## config.mk

```make
export PLATFORM = sky130hd
export DESIGN_NAME = fft_polynomial_multiply_top
export DESIGN_NICKNAME = d
export VERILOG_FILES = /design/src/rtl/core/fpm_pkg.sv /design/src/rtl/core/fft_polynomial_multiply_top.sv /design/src/rtl/core/fpm_datapath.sv /design/src/rtl/core/fpm_ctrl.sv
export SDC_FILE = /design/constraint.sdc
export NUM_CORES = 1
export LEC_CHECK = 0
export BUFFER_PORTS_ARGS = -buffer_cell sky130_fd_sc_hd__buf_2
export CAP_MARGIN = 25
export CORE_AREA = 5 5 221 277
export CTS_CLUSTER_SIZE = 16
export DETAILED_ROUTE_END_ITERATION = 16
export DIE_AREA = 0 0 226 282
export GPL_ROUTABILITY_DRIVEN = 0
export PLACE_DENSITY = 0.68
export SLEW_MARGIN = 20
export SYNTH_ARGS = -nofsm -noshare
export SYNTH_HDL_FRONTEND = slang
export SYNTH_SLANG_ARGS = --single-unit
```

## constraint.sdc

```tcl
create_clock -name clk -period 4.4 [get_ports clk]
set_clock_uncertainty 0.1 [all_clocks]
set_input_delay 0 -clock clk [delete_from_list [all_inputs] [get_ports clk]]
set_output_delay 0 -clock clk [all_outputs]
set_load 0.02 [all_outputs]
```

## src/rtl/core/fpm_pkg.sv

```systemverilog
`timescale 1ns / 1ps
// ----------------------------------------------------------------------------
// fpm_pkg
// Shared types and constants for the polynomial multiplier: controller
// states, the datapath command and status words, and fixed field widths.
// ----------------------------------------------------------------------------
package fpm_pkg;

  // Fixed widths of the port fields.
  localparam int unsigned DEG_W   = 5;
  localparam int unsigned IDX_W   = 5;
  localparam int unsigned COEF_W  = 8;
  localparam int unsigned PIDX_W  = 6;
  localparam int unsigned PVAL_W  = 21;
  localparam int unsigned PROD_W  = 2 * COEF_W;
  localparam int unsigned LEN_W   = 7;

  // Input word commands.
  localparam logic CMD_LOAD = 1'b0;
  localparam logic CMD_RUN  = 1'b1;

  // Polynomial select on a load.
  localparam logic SEL_A = 1'b0;
  localparam logic SEL_B = 1'b1;

  // Configuration register indexes.
  localparam logic REG_A_DEGREE = 1'b0;
  localparam logic REG_B_DEGREE = 1'b1;

  typedef enum logic [1:0] {
    ST_IDLE,
    ST_SCAN,
    ST_DRAIN
  } fpm_state_t;

  // Controller to datapath command word.
  typedef struct packed {
    logic               wr_en;
    logic               wr_sel;
    logic [IDX_W-1:0]   wr_addr;
    logic [COEF_W-1:0]  wr_data;
    logic               rd_en;
    logic [IDX_W-1:0]   rd_a;
    logic [IDX_W-1:0]   rd_b;
    logic               match;
    logic               first;
    logic               fin;
    logic [PIDX_W-1:0]  out_idx;
    logic               out_last;
  } fpm_cmd_t;

  // Datapath to controller status word.
  typedef struct packed {
    logic busy;
  } fpm_sts_t;

endpackage

```

## src/rtl/core/fft_polynomial_multiply_top.sv

```systemverilog
`timescale 1ns / 1ps
// ----------------------------------------------------------------------------
// fft_polynomial_multiply_top
// Integer polynomial multiplier with a load/run command word interface.
// ----------------------------------------------------------------------------
// A load word writes one coefficient of A or B and is accepted
// back to back. A run word computes the product coefficients 0 up to
// a_degree+b_degree (wrapped modulo FFT_POINTS when longer) with a single
// 8x8 multiply-accumulate unit fed from the coefficient stores. Each output
// coefficient scans all (da+1)*(db+1) coefficient pairs, one per cycle, then
// drains the three-stage pipeline and waits for its word to be taken.
// No input word is accepted during a run. Every coefficient up to the
// configured degrees must be loaded before a run.
module fft_polynomial_multiply_top import fpm_pkg::*; #(
  parameter int unsigned FFT_POINTS = 64,
  parameter int unsigned MAX_TERMS  = 32,
  parameter int unsigned COEFF_BITS = 8
) (
  input  logic               clk,
  input  logic               rst_n,
  input  logic               in_valid,
  output logic               in_ready,
  input  logic               in_cmd,
  input  logic               in_poly_sel,
  input  logic [IDX_W-1:0]   in_coeff_index,
  input  logic [COEF_W-1:0]  in_coeff_value,
  output logic               out_valid,
  input  logic               out_ready,
  output logic [PIDX_W-1:0]  out_product_index,
  output logic [PVAL_W-1:0]  out_product_value,
  output logic               out_last,
  input  logic               cfg_valid,
  output logic               cfg_ready,
  input  logic               cfg_index,
  input  logic [DEG_W-1:0]   cfg_data
);

  fpm_cmd_t cmd;
  fpm_sts_t sts;

  fpm_ctrl #(
    .FFT_POINTS (FFT_POINTS),
    .MAX_TERMS  (MAX_TERMS)
  ) u_ctrl (
    .clk            (clk),
    .rst_n          (rst_n),
    .in_valid       (in_valid),
    .in_ready       (in_ready),
    .in_cmd         (in_cmd),
    .in_poly_sel    (in_poly_sel),
    .in_coeff_index (in_coeff_index),
    .in_coeff_value (in_coeff_value),
    .cfg_valid      (cfg_valid),
    .cfg_ready      (cfg_ready),
    .cfg_index      (cfg_index),
    .cfg_data       (cfg_data),
    .cmd            (cmd),
    .sts            (sts)
  );

  fpm_datapath #(
    .MAX_TERMS  (MAX_TERMS),
    .COEFF_BITS (COEFF_BITS)
  ) u_datapath (
    .clk               (clk),
    .rst_n             (rst_n),
    .cmd               (cmd),
    .sts               (sts),
    .out_valid         (out_valid),
    .out_ready         (out_ready),
    .out_product_index (out_product_index),
    .out_product_value (out_product_value),
    .out_last          (out_last)
  );

  // No result word is pending while input words are taken.
  a_idle_no_out: assert property (@(posedge clk) disable iff (!rst_n)
    in_ready |-> !out_valid)
    else $error("result pending while accepting input");

  // Once a result word is taken, the next one needs a fresh scan.
  a_out_gap: assert property (@(posedge clk) disable iff (!rst_n)
    (out_valid && out_ready) |=> !out_valid)
    else $error("result word repeated");

  // The datapath is never busy while the sequencer is idle.
  a_idle_quiet: assert property (@(posedge clk) disable iff (!rst_n)
    in_ready |-> !sts.busy)
    else $error("pipeline active while idle");

endmodule

```

## src/rtl/core/fpm_datapath.sv

```systemverilog
`timescale 1ns / 1ps
// ----------------------------------------------------------------------------
// fpm_datapath
// Coefficient stores, the shared multiply-accumulate pipeline and the
// output word register.
// ----------------------------------------------------------------------------
module fpm_datapath import fpm_pkg::*; #(
  parameter int unsigned MAX_TERMS  = 32,
  parameter int unsigned COEFF_BITS = 8
) (
  input  logic                 clk,
  input  logic                 rst_n,
  input  fpm_cmd_t             cmd,
  output fpm_sts_t             sts,
  output logic                 out_valid,
  input  logic                 out_ready,
  output logic [PIDX_W-1:0]    out_product_index,
  output logic [PVAL_W-1:0]    out_product_value,
  output logic                 out_last
);

  localparam int unsigned AW = (MAX_TERMS > 1) ? $clog2(MAX_TERMS) : 1;
  localparam logic [COEF_W-1:0] CMASK =
    (COEFF_BITS >= COEF_W) ? {COEF_W{1'b1}} : COEF_W'((1 << COEFF_BITS) - 1);

  logic [COEF_W-1:0] a_mem [MAX_TERMS];
  logic [COEF_W-1:0] b_mem [MAX_TERMS];

  // Stage 1: registered reads.
  logic [COEF_W-1:0] a_q_r, b_q_r;
  logic              s1_v_r, s1_match_r, s1_first_r, s1_fin_r, s1_last_r;
  logic [PIDX_W-1:0] s1_idx_r;
  // Stage 2: registered product.
  logic [PROD_W-1:0] prod_r;
  logic              s2_v_r, s2_first_r, s2_fin_r, s2_last_r;
  logic [PIDX_W-1:0] s2_idx_r;
  // Stage 3: accumulator and output word.
  logic [PVAL_W-1:0] acc_r, acc_nxt;
  logic              out_valid_r;
  logic [PVAL_W-1:0] out_value_r;
  logic [PIDX_W-1:0] out_idx_r;
  logic              out_last_r;

  // Store writes and reads; loads beyond the store are dropped.
  always_ff @(posedge clk) begin
    if (cmd.wr_en && (32'(cmd.wr_addr) < MAX_TERMS)) begin
      if (cmd.wr_sel == SEL_A) begin
        a_mem[cmd.wr_addr[AW-1:0]] <= cmd.wr_data & CMASK;
      end else begin
        b_mem[cmd.wr_addr[AW-1:0]] <= cmd.wr_data & CMASK;
      end
    end
    if (cmd.rd_en) begin
      a_q_r <= a_mem[cmd.rd_a[AW-1:0]];
      b_q_r <= b_mem[cmd.rd_b[AW-1:0]];
    end
  end

  // Pipeline valid bits.
  always_ff @(posedge clk) begin
    if (!rst_n) begin
      s1_v_r <= 1'b0;
      s2_v_r <= 1'b0;
    end else begin
      s1_v_r <= cmd.rd_en;
      s2_v_r <= s1_v_r;
    end
  end

  // Term flags follow the data through the stages.
  always_ff @(posedge clk) begin
    s1_match_r <= cmd.match;
    s1_first_r <= cmd.first;
    s1_fin_r   <= cmd.fin;
    s1_last_r  <= cmd.out_last;
    s1_idx_r   <= cmd.out_idx;
    prod_r     <= s1_match_r ? (PROD_W'(a_q_r) * PROD_W'(b_q_r)) : '0;
    s2_first_r <= s1_first_r;
    s2_fin_r   <= s1_fin_r;
    s2_last_r  <= s1_last_r;
    s2_idx_r   <= s1_idx_r;
  end

  // The sum keeps its low bits only.
  assign acc_nxt = (s2_first_r ? '0 : acc_r) + PVAL_W'(prod_r);

  always_ff @(posedge clk) begin
    if (s2_v_r) begin
      acc_r <= acc_nxt;
    end
    if (s2_v_r && s2_fin_r) begin
      out_value_r <= acc_nxt;
      out_idx_r   <= s2_idx_r;
      out_last_r  <= s2_last_r;
    end
  end

  // Output word valid flag.
  always_ff @(posedge clk) begin
    if (!rst_n) begin
      out_valid_r <= 1'b0;
    end else if (s2_v_r && s2_fin_r) begin
      out_valid_r <= 1'b1;
    end else if (out_ready) begin
      out_valid_r <= 1'b0;
    end
  end

  assign sts.busy          = s1_v_r | s2_v_r | out_valid_r;
  assign out_valid         = out_valid_r;
  assign out_product_index = out_idx_r;
  assign out_product_value = out_value_r;
  assign out_last          = out_last_r;

endmodule

```

## src/rtl/core/fpm_ctrl.sv

```systemverilog
`timescale 1ns / 1ps
// ----------------------------------------------------------------------------
// fpm_ctrl
// Sequencer: holds the degree registers, takes load and run words and
// walks the coefficient pairs of every product term.
// ----------------------------------------------------------------------------
module fpm_ctrl import fpm_pkg::*; #(
  parameter int unsigned FFT_POINTS = 64,
  parameter int unsigned MAX_TERMS  = 32
) (
  input  logic               clk,
  input  logic               rst_n,
  input  logic               in_valid,
  output logic               in_ready,
  input  logic               in_cmd,
  input  logic               in_poly_sel,
  input  logic [IDX_W-1:0]   in_coeff_index,
  input  logic [COEF_W-1:0]  in_coeff_value,
  input  logic               cfg_valid,
  output logic               cfg_ready,
  input  logic               cfg_index,
  input  logic [DEG_W-1:0]   cfg_data,
  output fpm_cmd_t           cmd,
  input  fpm_sts_t           sts
);

  localparam int unsigned NW = $clog2(FFT_POINTS);
  localparam logic [DEG_W-1:0] DMAX = DEG_W'(MAX_TERMS - 1);
  localparam logic [LEN_W-1:0] NPTS = LEN_W'(FFT_POINTS);

  fpm_state_t        state_r, state_nxt;
  logic [DEG_W-1:0]  a_deg_r, b_deg_r;
  logic [DEG_W-1:0]  da_r, da_nxt, db_r, db_nxt;
  logic [LEN_W-1:0]  len_r, len_nxt;
  logic [IDX_W-1:0]  i_r, i_nxt, j_r, j_nxt;
  logic [NW-1:0]     k_r, k_nxt, m_r, m_nxt, mi_r, mi_nxt;
  logic [DEG_W-1:0]  da_c, db_c;
  logic [LEN_W-1:0]  sum_c;
  logic [NW-1:0]     mi_inc, m_inc;
  logic              k_last;

  // Degree registers.
  always_ff @(posedge clk) begin
    if (!rst_n) begin
      a_deg_r <= '0;
      b_deg_r <= '0;
    end else if (cfg_valid && cfg_ready) begin
      if (cfg_index == REG_A_DEGREE) begin
        a_deg_r <= cfg_data;
      end else begin
        b_deg_r <= cfg_data;
      end
    end
  end
  assign cfg_ready = 1'b1;

  // Degrees beyond the store saturate; the length is capped at the size.
  assign da_c  = (32'(a_deg_r) >= MAX_TERMS) ? DMAX : a_deg_r;
  assign db_c  = (32'(b_deg_r) >= MAX_TERMS) ? DMAX : b_deg_r;
  assign sum_c = LEN_W'(da_c) + LEN_W'(db_c) + LEN_W'(1);

  // Index arithmetic modulo the transform size.
  assign mi_inc = (32'(mi_r) + 1 == FFT_POINTS) ? '0 : mi_r + NW'(1);
  assign m_inc  = (32'(m_r) + 1 == FFT_POINTS) ? '0 : m_r + NW'(1);
  assign k_last = (LEN_W'(k_r) + LEN_W'(1)) == len_r;

  always_ff @(posedge clk) begin
    if (!rst_n) begin
      state_r <= ST_IDLE;
    end else begin
      state_r <= state_nxt;
    end
  end

  always_ff @(posedge clk) begin
    da_r  <= da_nxt;
    db_r  <= db_nxt;
    len_r <= len_nxt;
    i_r   <= i_nxt;
    j_r   <= j_nxt;
    k_r   <= k_nxt;
    m_r   <= m_nxt;
    mi_r  <= mi_nxt;
  end

  // Next state and commands.
  always_comb begin
    state_nxt = state_r;
    da_nxt    = da_r;
    db_nxt    = db_r;
    len_nxt   = len_r;
    i_nxt     = i_r;
    j_nxt     = j_r;
    k_nxt     = k_r;
    m_nxt     = m_r;
    mi_nxt    = mi_r;
    in_ready  = 1'b0;
    cmd          = '0;
    cmd.wr_sel   = in_poly_sel;
    cmd.wr_addr  = in_coeff_index;
    cmd.wr_data  = in_coeff_value;
    cmd.rd_a     = i_r;
    cmd.rd_b     = j_r;
    cmd.match    = (m_r == k_r);
    cmd.first    = (i_r == '0) && (j_r == '0);
    cmd.fin      = (i_r == IDX_W'(da_r)) && (j_r == IDX_W'(db_r));
    cmd.out_idx  = PIDX_W'(k_r);
    cmd.out_last = k_last;
    case (state_r)
      ST_IDLE: begin
        in_ready = 1'b1;
        if (in_valid) begin
          if (in_cmd == CMD_LOAD) begin
            cmd.wr_en = 1'b1;
          end else begin
            da_nxt    = da_c;
            db_nxt    = db_c;
            len_nxt   = (sum_c > NPTS) ? NPTS : sum_c;
            i_nxt     = '0;
            j_nxt     = '0;
            k_nxt     = '0;
            m_nxt     = '0;
            mi_nxt    = '0;
            state_nxt = ST_SCAN;
          end
        end
      end
      ST_SCAN: begin
        cmd.rd_en = 1'b1;
        if (cmd.fin) begin
          state_nxt = ST_DRAIN;
        end else if (j_r == IDX_W'(db_r)) begin
          j_nxt  = '0;
          i_nxt  = i_r + IDX_W'(1);
          mi_nxt = mi_inc;
          m_nxt  = mi_inc;
        end else begin
          j_nxt = j_r + IDX_W'(1);
          m_nxt = m_inc;
        end
      end
      ST_DRAIN: begin
        if (!sts.busy) begin
          if (k_last) begin
            state_nxt = ST_IDLE;
          end else begin
            k_nxt     = k_r + NW'(1);
            i_nxt     = '0;
            j_nxt     = '0;
            m_nxt     = '0;
            mi_nxt    = '0;
            state_nxt = ST_SCAN;
          end
        end
      end
      default: begin
        state_nxt = ST_IDLE;
      end
    endcase
  end

endmodule

```

==> flow_summary.yaml <==
synthesis:
  synth-seq-cells: 672
  netlist_area_um2: 28810
  synthTopCellsByArea: "edfxtp_1 (65%), mux4_2 (10%), dfxtp_1 (3.5%)"
  netlist_instances: 1596
  synth.largest_area_cell: "edfxtp_1"
  synth_area_per_cell_um2: 18.05
  synthTopCellsByCount: "edfxtp_1 (622), mux4_2 (132), nor2_1 (107), and2_1 (68), ha_1 (65)"
  synth_top_area_share: 0.6483
  ys.flop_type: "edfxtp_1"
  synth.most_common_cell: "edfxtp_1"
  synth_edf_count: 622
  ys_types: 61
  synthesis.yosys.warnings: 0
  seq_area_frac_synth: 0.6831
  syn-num-nets: 1725
  synthArstFlopShare: 0
pwr:
  finalPower_mw: 14.41
  p_leak_nw: 11.55
  ir_worst_vdd_v: 0.0003032
  p_per_area_nw_per_um2: 434.2
min_path:
  worstHoldStart: "in_cmd"
  holdPathEnd: "u_ctrl.i_r[1]"
  min_path_type: "in -> reg"
  min_path_cells: 5
clocking:
  path_clk_slew_ns: 0.07
  numCtsBuffers: 61
  cts_root_buffer: "clkbuf_16"
  htreeDepth: 2
  insertion_delay_ns: 0.64
  cts_buffer_depth: 3
  tritoncts: "built"
  numClockSinks: 672
floorplanning:
  core.rowCount: 99
  die-area_um2: 63730
  io_pins: 57
  core_area_um2: 58090
  die_w_um: 226
  initial_core_util: 0.4959
  die_y_um: 282
placed_design:
  dpl_cell_area_um2: 30610
  hpwl_um: 37780
  port_buffers: 55
  dp.cells: 2457
global_route:
  grt_max_degree: 70
  grt.total_usage: 0.1864
  antenna_found_initial: 0
  grt_pass1_vias: 15410
  grt_pass1_wl_um: 90710
  overflow: 0
sta:
  setup_viol: 0
  drv_slew: 0
  worst_slew_pin_slew_ns: 1.033
  fmax_ghz: 0.2367
  post-route-period-util: 0.9603
  period_minus_slack_ns: 4.225
  relSlewSlack: 0.3113
  hold_viol: 0
worst_setup_path:
  criticalPathCategory: "reg -> reg"
  critPathCaptureType: "flip-flop"
  timing.critical_path.slowest_stage_cell: "fa_1"
  crit_required_ns: 4.83
  cp_slowest_stage_delay_ns: 0.51
  path_buf_inv: 3
  worst-r2r-cell-count: 15
  timing.rr.start: "u_datapath.a_q_r[3]"
  crit_fanout: 5
  reg2reg_to: "u_datapath.prod_r[15]"
  reg2reg_slack_ns: 0.17
  crit_chain: "buf_4 -> and2_1 -> fa_1 -> fa_1 -> fa_1 -> inv_1 -> fa_1 -> inv_1 -> ha_1 -> o21ai_1 -> nand2b_1 -> a21boi_4 -> a221oi_2 -> xnor2_1 -> and2_1"
  cp-start-kind: "flip-flop"
  worstPathArrival_ns: 4.65
  worst_path_most_repeated_cell: "fa_1"
  cp_top_family: "adder cells"
cells_and_area:
  design_area_um2: 33190
  layout.nets: 1942
  area_growth_pct: 15.19
  fillers: 4308
  diodes: 0
  fin_cells: 2617
  seqCellArea_um2: 19680
  multi_input_area_um2: 8665
  drive_gt1_frac: 0.2317
run:
  maxCapViolations: 0
route:
  wl_per_cell_um: 22.39
  drt_iter0_drc: 1043
  routed-via-count: 14622
  drt_pre_antenna_iters: 5
  drtAntennaViolNets: 0
  drc: 0
  wl_um: 58600
  vias_per_cell: 5.587
outcome:
  outcome: "completed"
[cells in the final DEF (no fill, tap or decap), types with 5 or more instances in the layout]
cell	n
edfxtp_1	622
mux4_2	132
buf_4	108
nor2_1	107
and2_1	65
clkbuf_16	65
ha_1	62
inv_1	59
buf_2	54
nand2_1	50
dfxtp_1	50
dlygate4sd3_1	42
fa_1	37
nor2b_1	36
a21oi_1	36
xnor2_1	34
xor2_1	33
mux4_1	28
nand3_1	25
mux2_2	18
o21ai_0	13
clkbuf_1	13
nor3_1	11
nand2b_1	10
clkinv_2	10
clkinv_1	9
a21o_1	8
a21boi_0	8
and3_1	7
buf_12	7
o211ai_1	6
mux2i_1	6
nand3b_1	5
a211oi_1	5
bufinv_16	5
[stage by stage]
step | setup TNS, ns | hold WS (ns) | util | worst slack, ns
after global placement | 0 | 0.1690 | 0.5254 | 0.03295
final | 0 | 0.1171 | 0.5713 | 0.1748
after floorplan | 0 | -0.001131 | - | 0.1614
after detailed placement | -0.2042 | 0.1892 | 0.5270 | -0.09006
after global routing | -0.01875 | 0.1228 | 0.5713 | -0.01508
after CTS | 0 | 0.06714 | 0.5698 | 0.01104
[cell families after synthesis]
kind of cell / Yosys count / synth area share
other: 1 / 0.0001302
flip-flops: 672 / 0.6831
AO/OA/AOI/OAI: 110 / 0.02432
XOR/XNOR: 68 / 0.02115
buffers and inverters: 119 / 0.01954
AND/OR/NAND/NOR: 337 / 0.05854
adder cells (fa/ha/maj): 103 / 0.05463
multiplexers: 186 / 0.1386
[per-layer routing]
layer / GRT usage / routed length, µm
met5: 0 / 0
met1: 0.2305 / 22280
met2: 0.3379 / 31370
met4: 0.05092 / 1516
met3: 0.03478 / 3442
[final cells by class]
cell class                 count  area share
clock buffer                  78     0.05048
clock inverter                32    0.009765
sequential                   672      0.5930
tap                          757     0.02854
multi-input combinational    805      0.2611
inverter                      60    0.006786
timing repair buffer         213     0.05037
[how the worst max path moves through the flow]
| stage | end | cells after the start | slack, ns | start |
|---|---|---|---|---|
| 6_report | u_datapath.prod_r[15] | 15 | 0.17 | u_datapath.a_q_r[3] |
| 5_1_grt | u_datapath.prod_r[13] | 15 | -0.02 | u_datapath.a_q_r[3] |
| 4_1_cts | u_datapath.prod_r[14] | 17 | 0.01 | u_datapath.a_q_r[3] |
| 3_5_place_dp | u_datapath.prod_r[15] | 15 | -0.09 | u_datapath.a_q_r[3] |
| 3_3_place_gp | u_datapath.prod_r[15] | 15 | 0.03 | u_datapath.b_q_r[2] |
| 2_1_floorplan | u_datapath.prod_r[12] | 14 | 0.16 | u_datapath.b_q_r[2] |
[worst reg2reg max path, cell delays in order (launching register included)]
cell and delay (ns):
edfxtp_1 0.49, buf_4 0.19, and2_1 0.16, fa_1 0.46, fa_1 0.51, fa_1 0.49
inv_1 0.05, fa_1 0.47, inv_1 0.04, ha_1 0.29, o21ai_1 0.08, nand2b_1 0.11
a21boi_4 0.17, a221oi_2 0.27, xnor2_1 0.09, and2_1 0.15
[where the power goes]
part	switching, mW	internal (mW)
clock network	2.30	2.99
registers	0.0758	7.07
logic	1.02	0.958
[registers in the layout (all words and copies together) (netlist names), 7 cells and up]
register and flops:
u_datapath.b_q_r 8, u_datapath.a_mem 256, u_datapath.b_mem 256, u_datapath.out_product_value 21, u_datapath.acc_r 21, u_datapath.a_q_r 8
u_ctrl.len_r 7, u_datapath.prod_r 16
[repair_timing]
item	in CTS	in global routing
setup endpoints to repair	5	5
endpoints found under the hold margin	510	64
cloned	0	0
hold buffers	41	1
gates resized for setup	6	14
buffers inserted	6	2
pin swaps	3	10
Power figures use the tool's default switching activity.
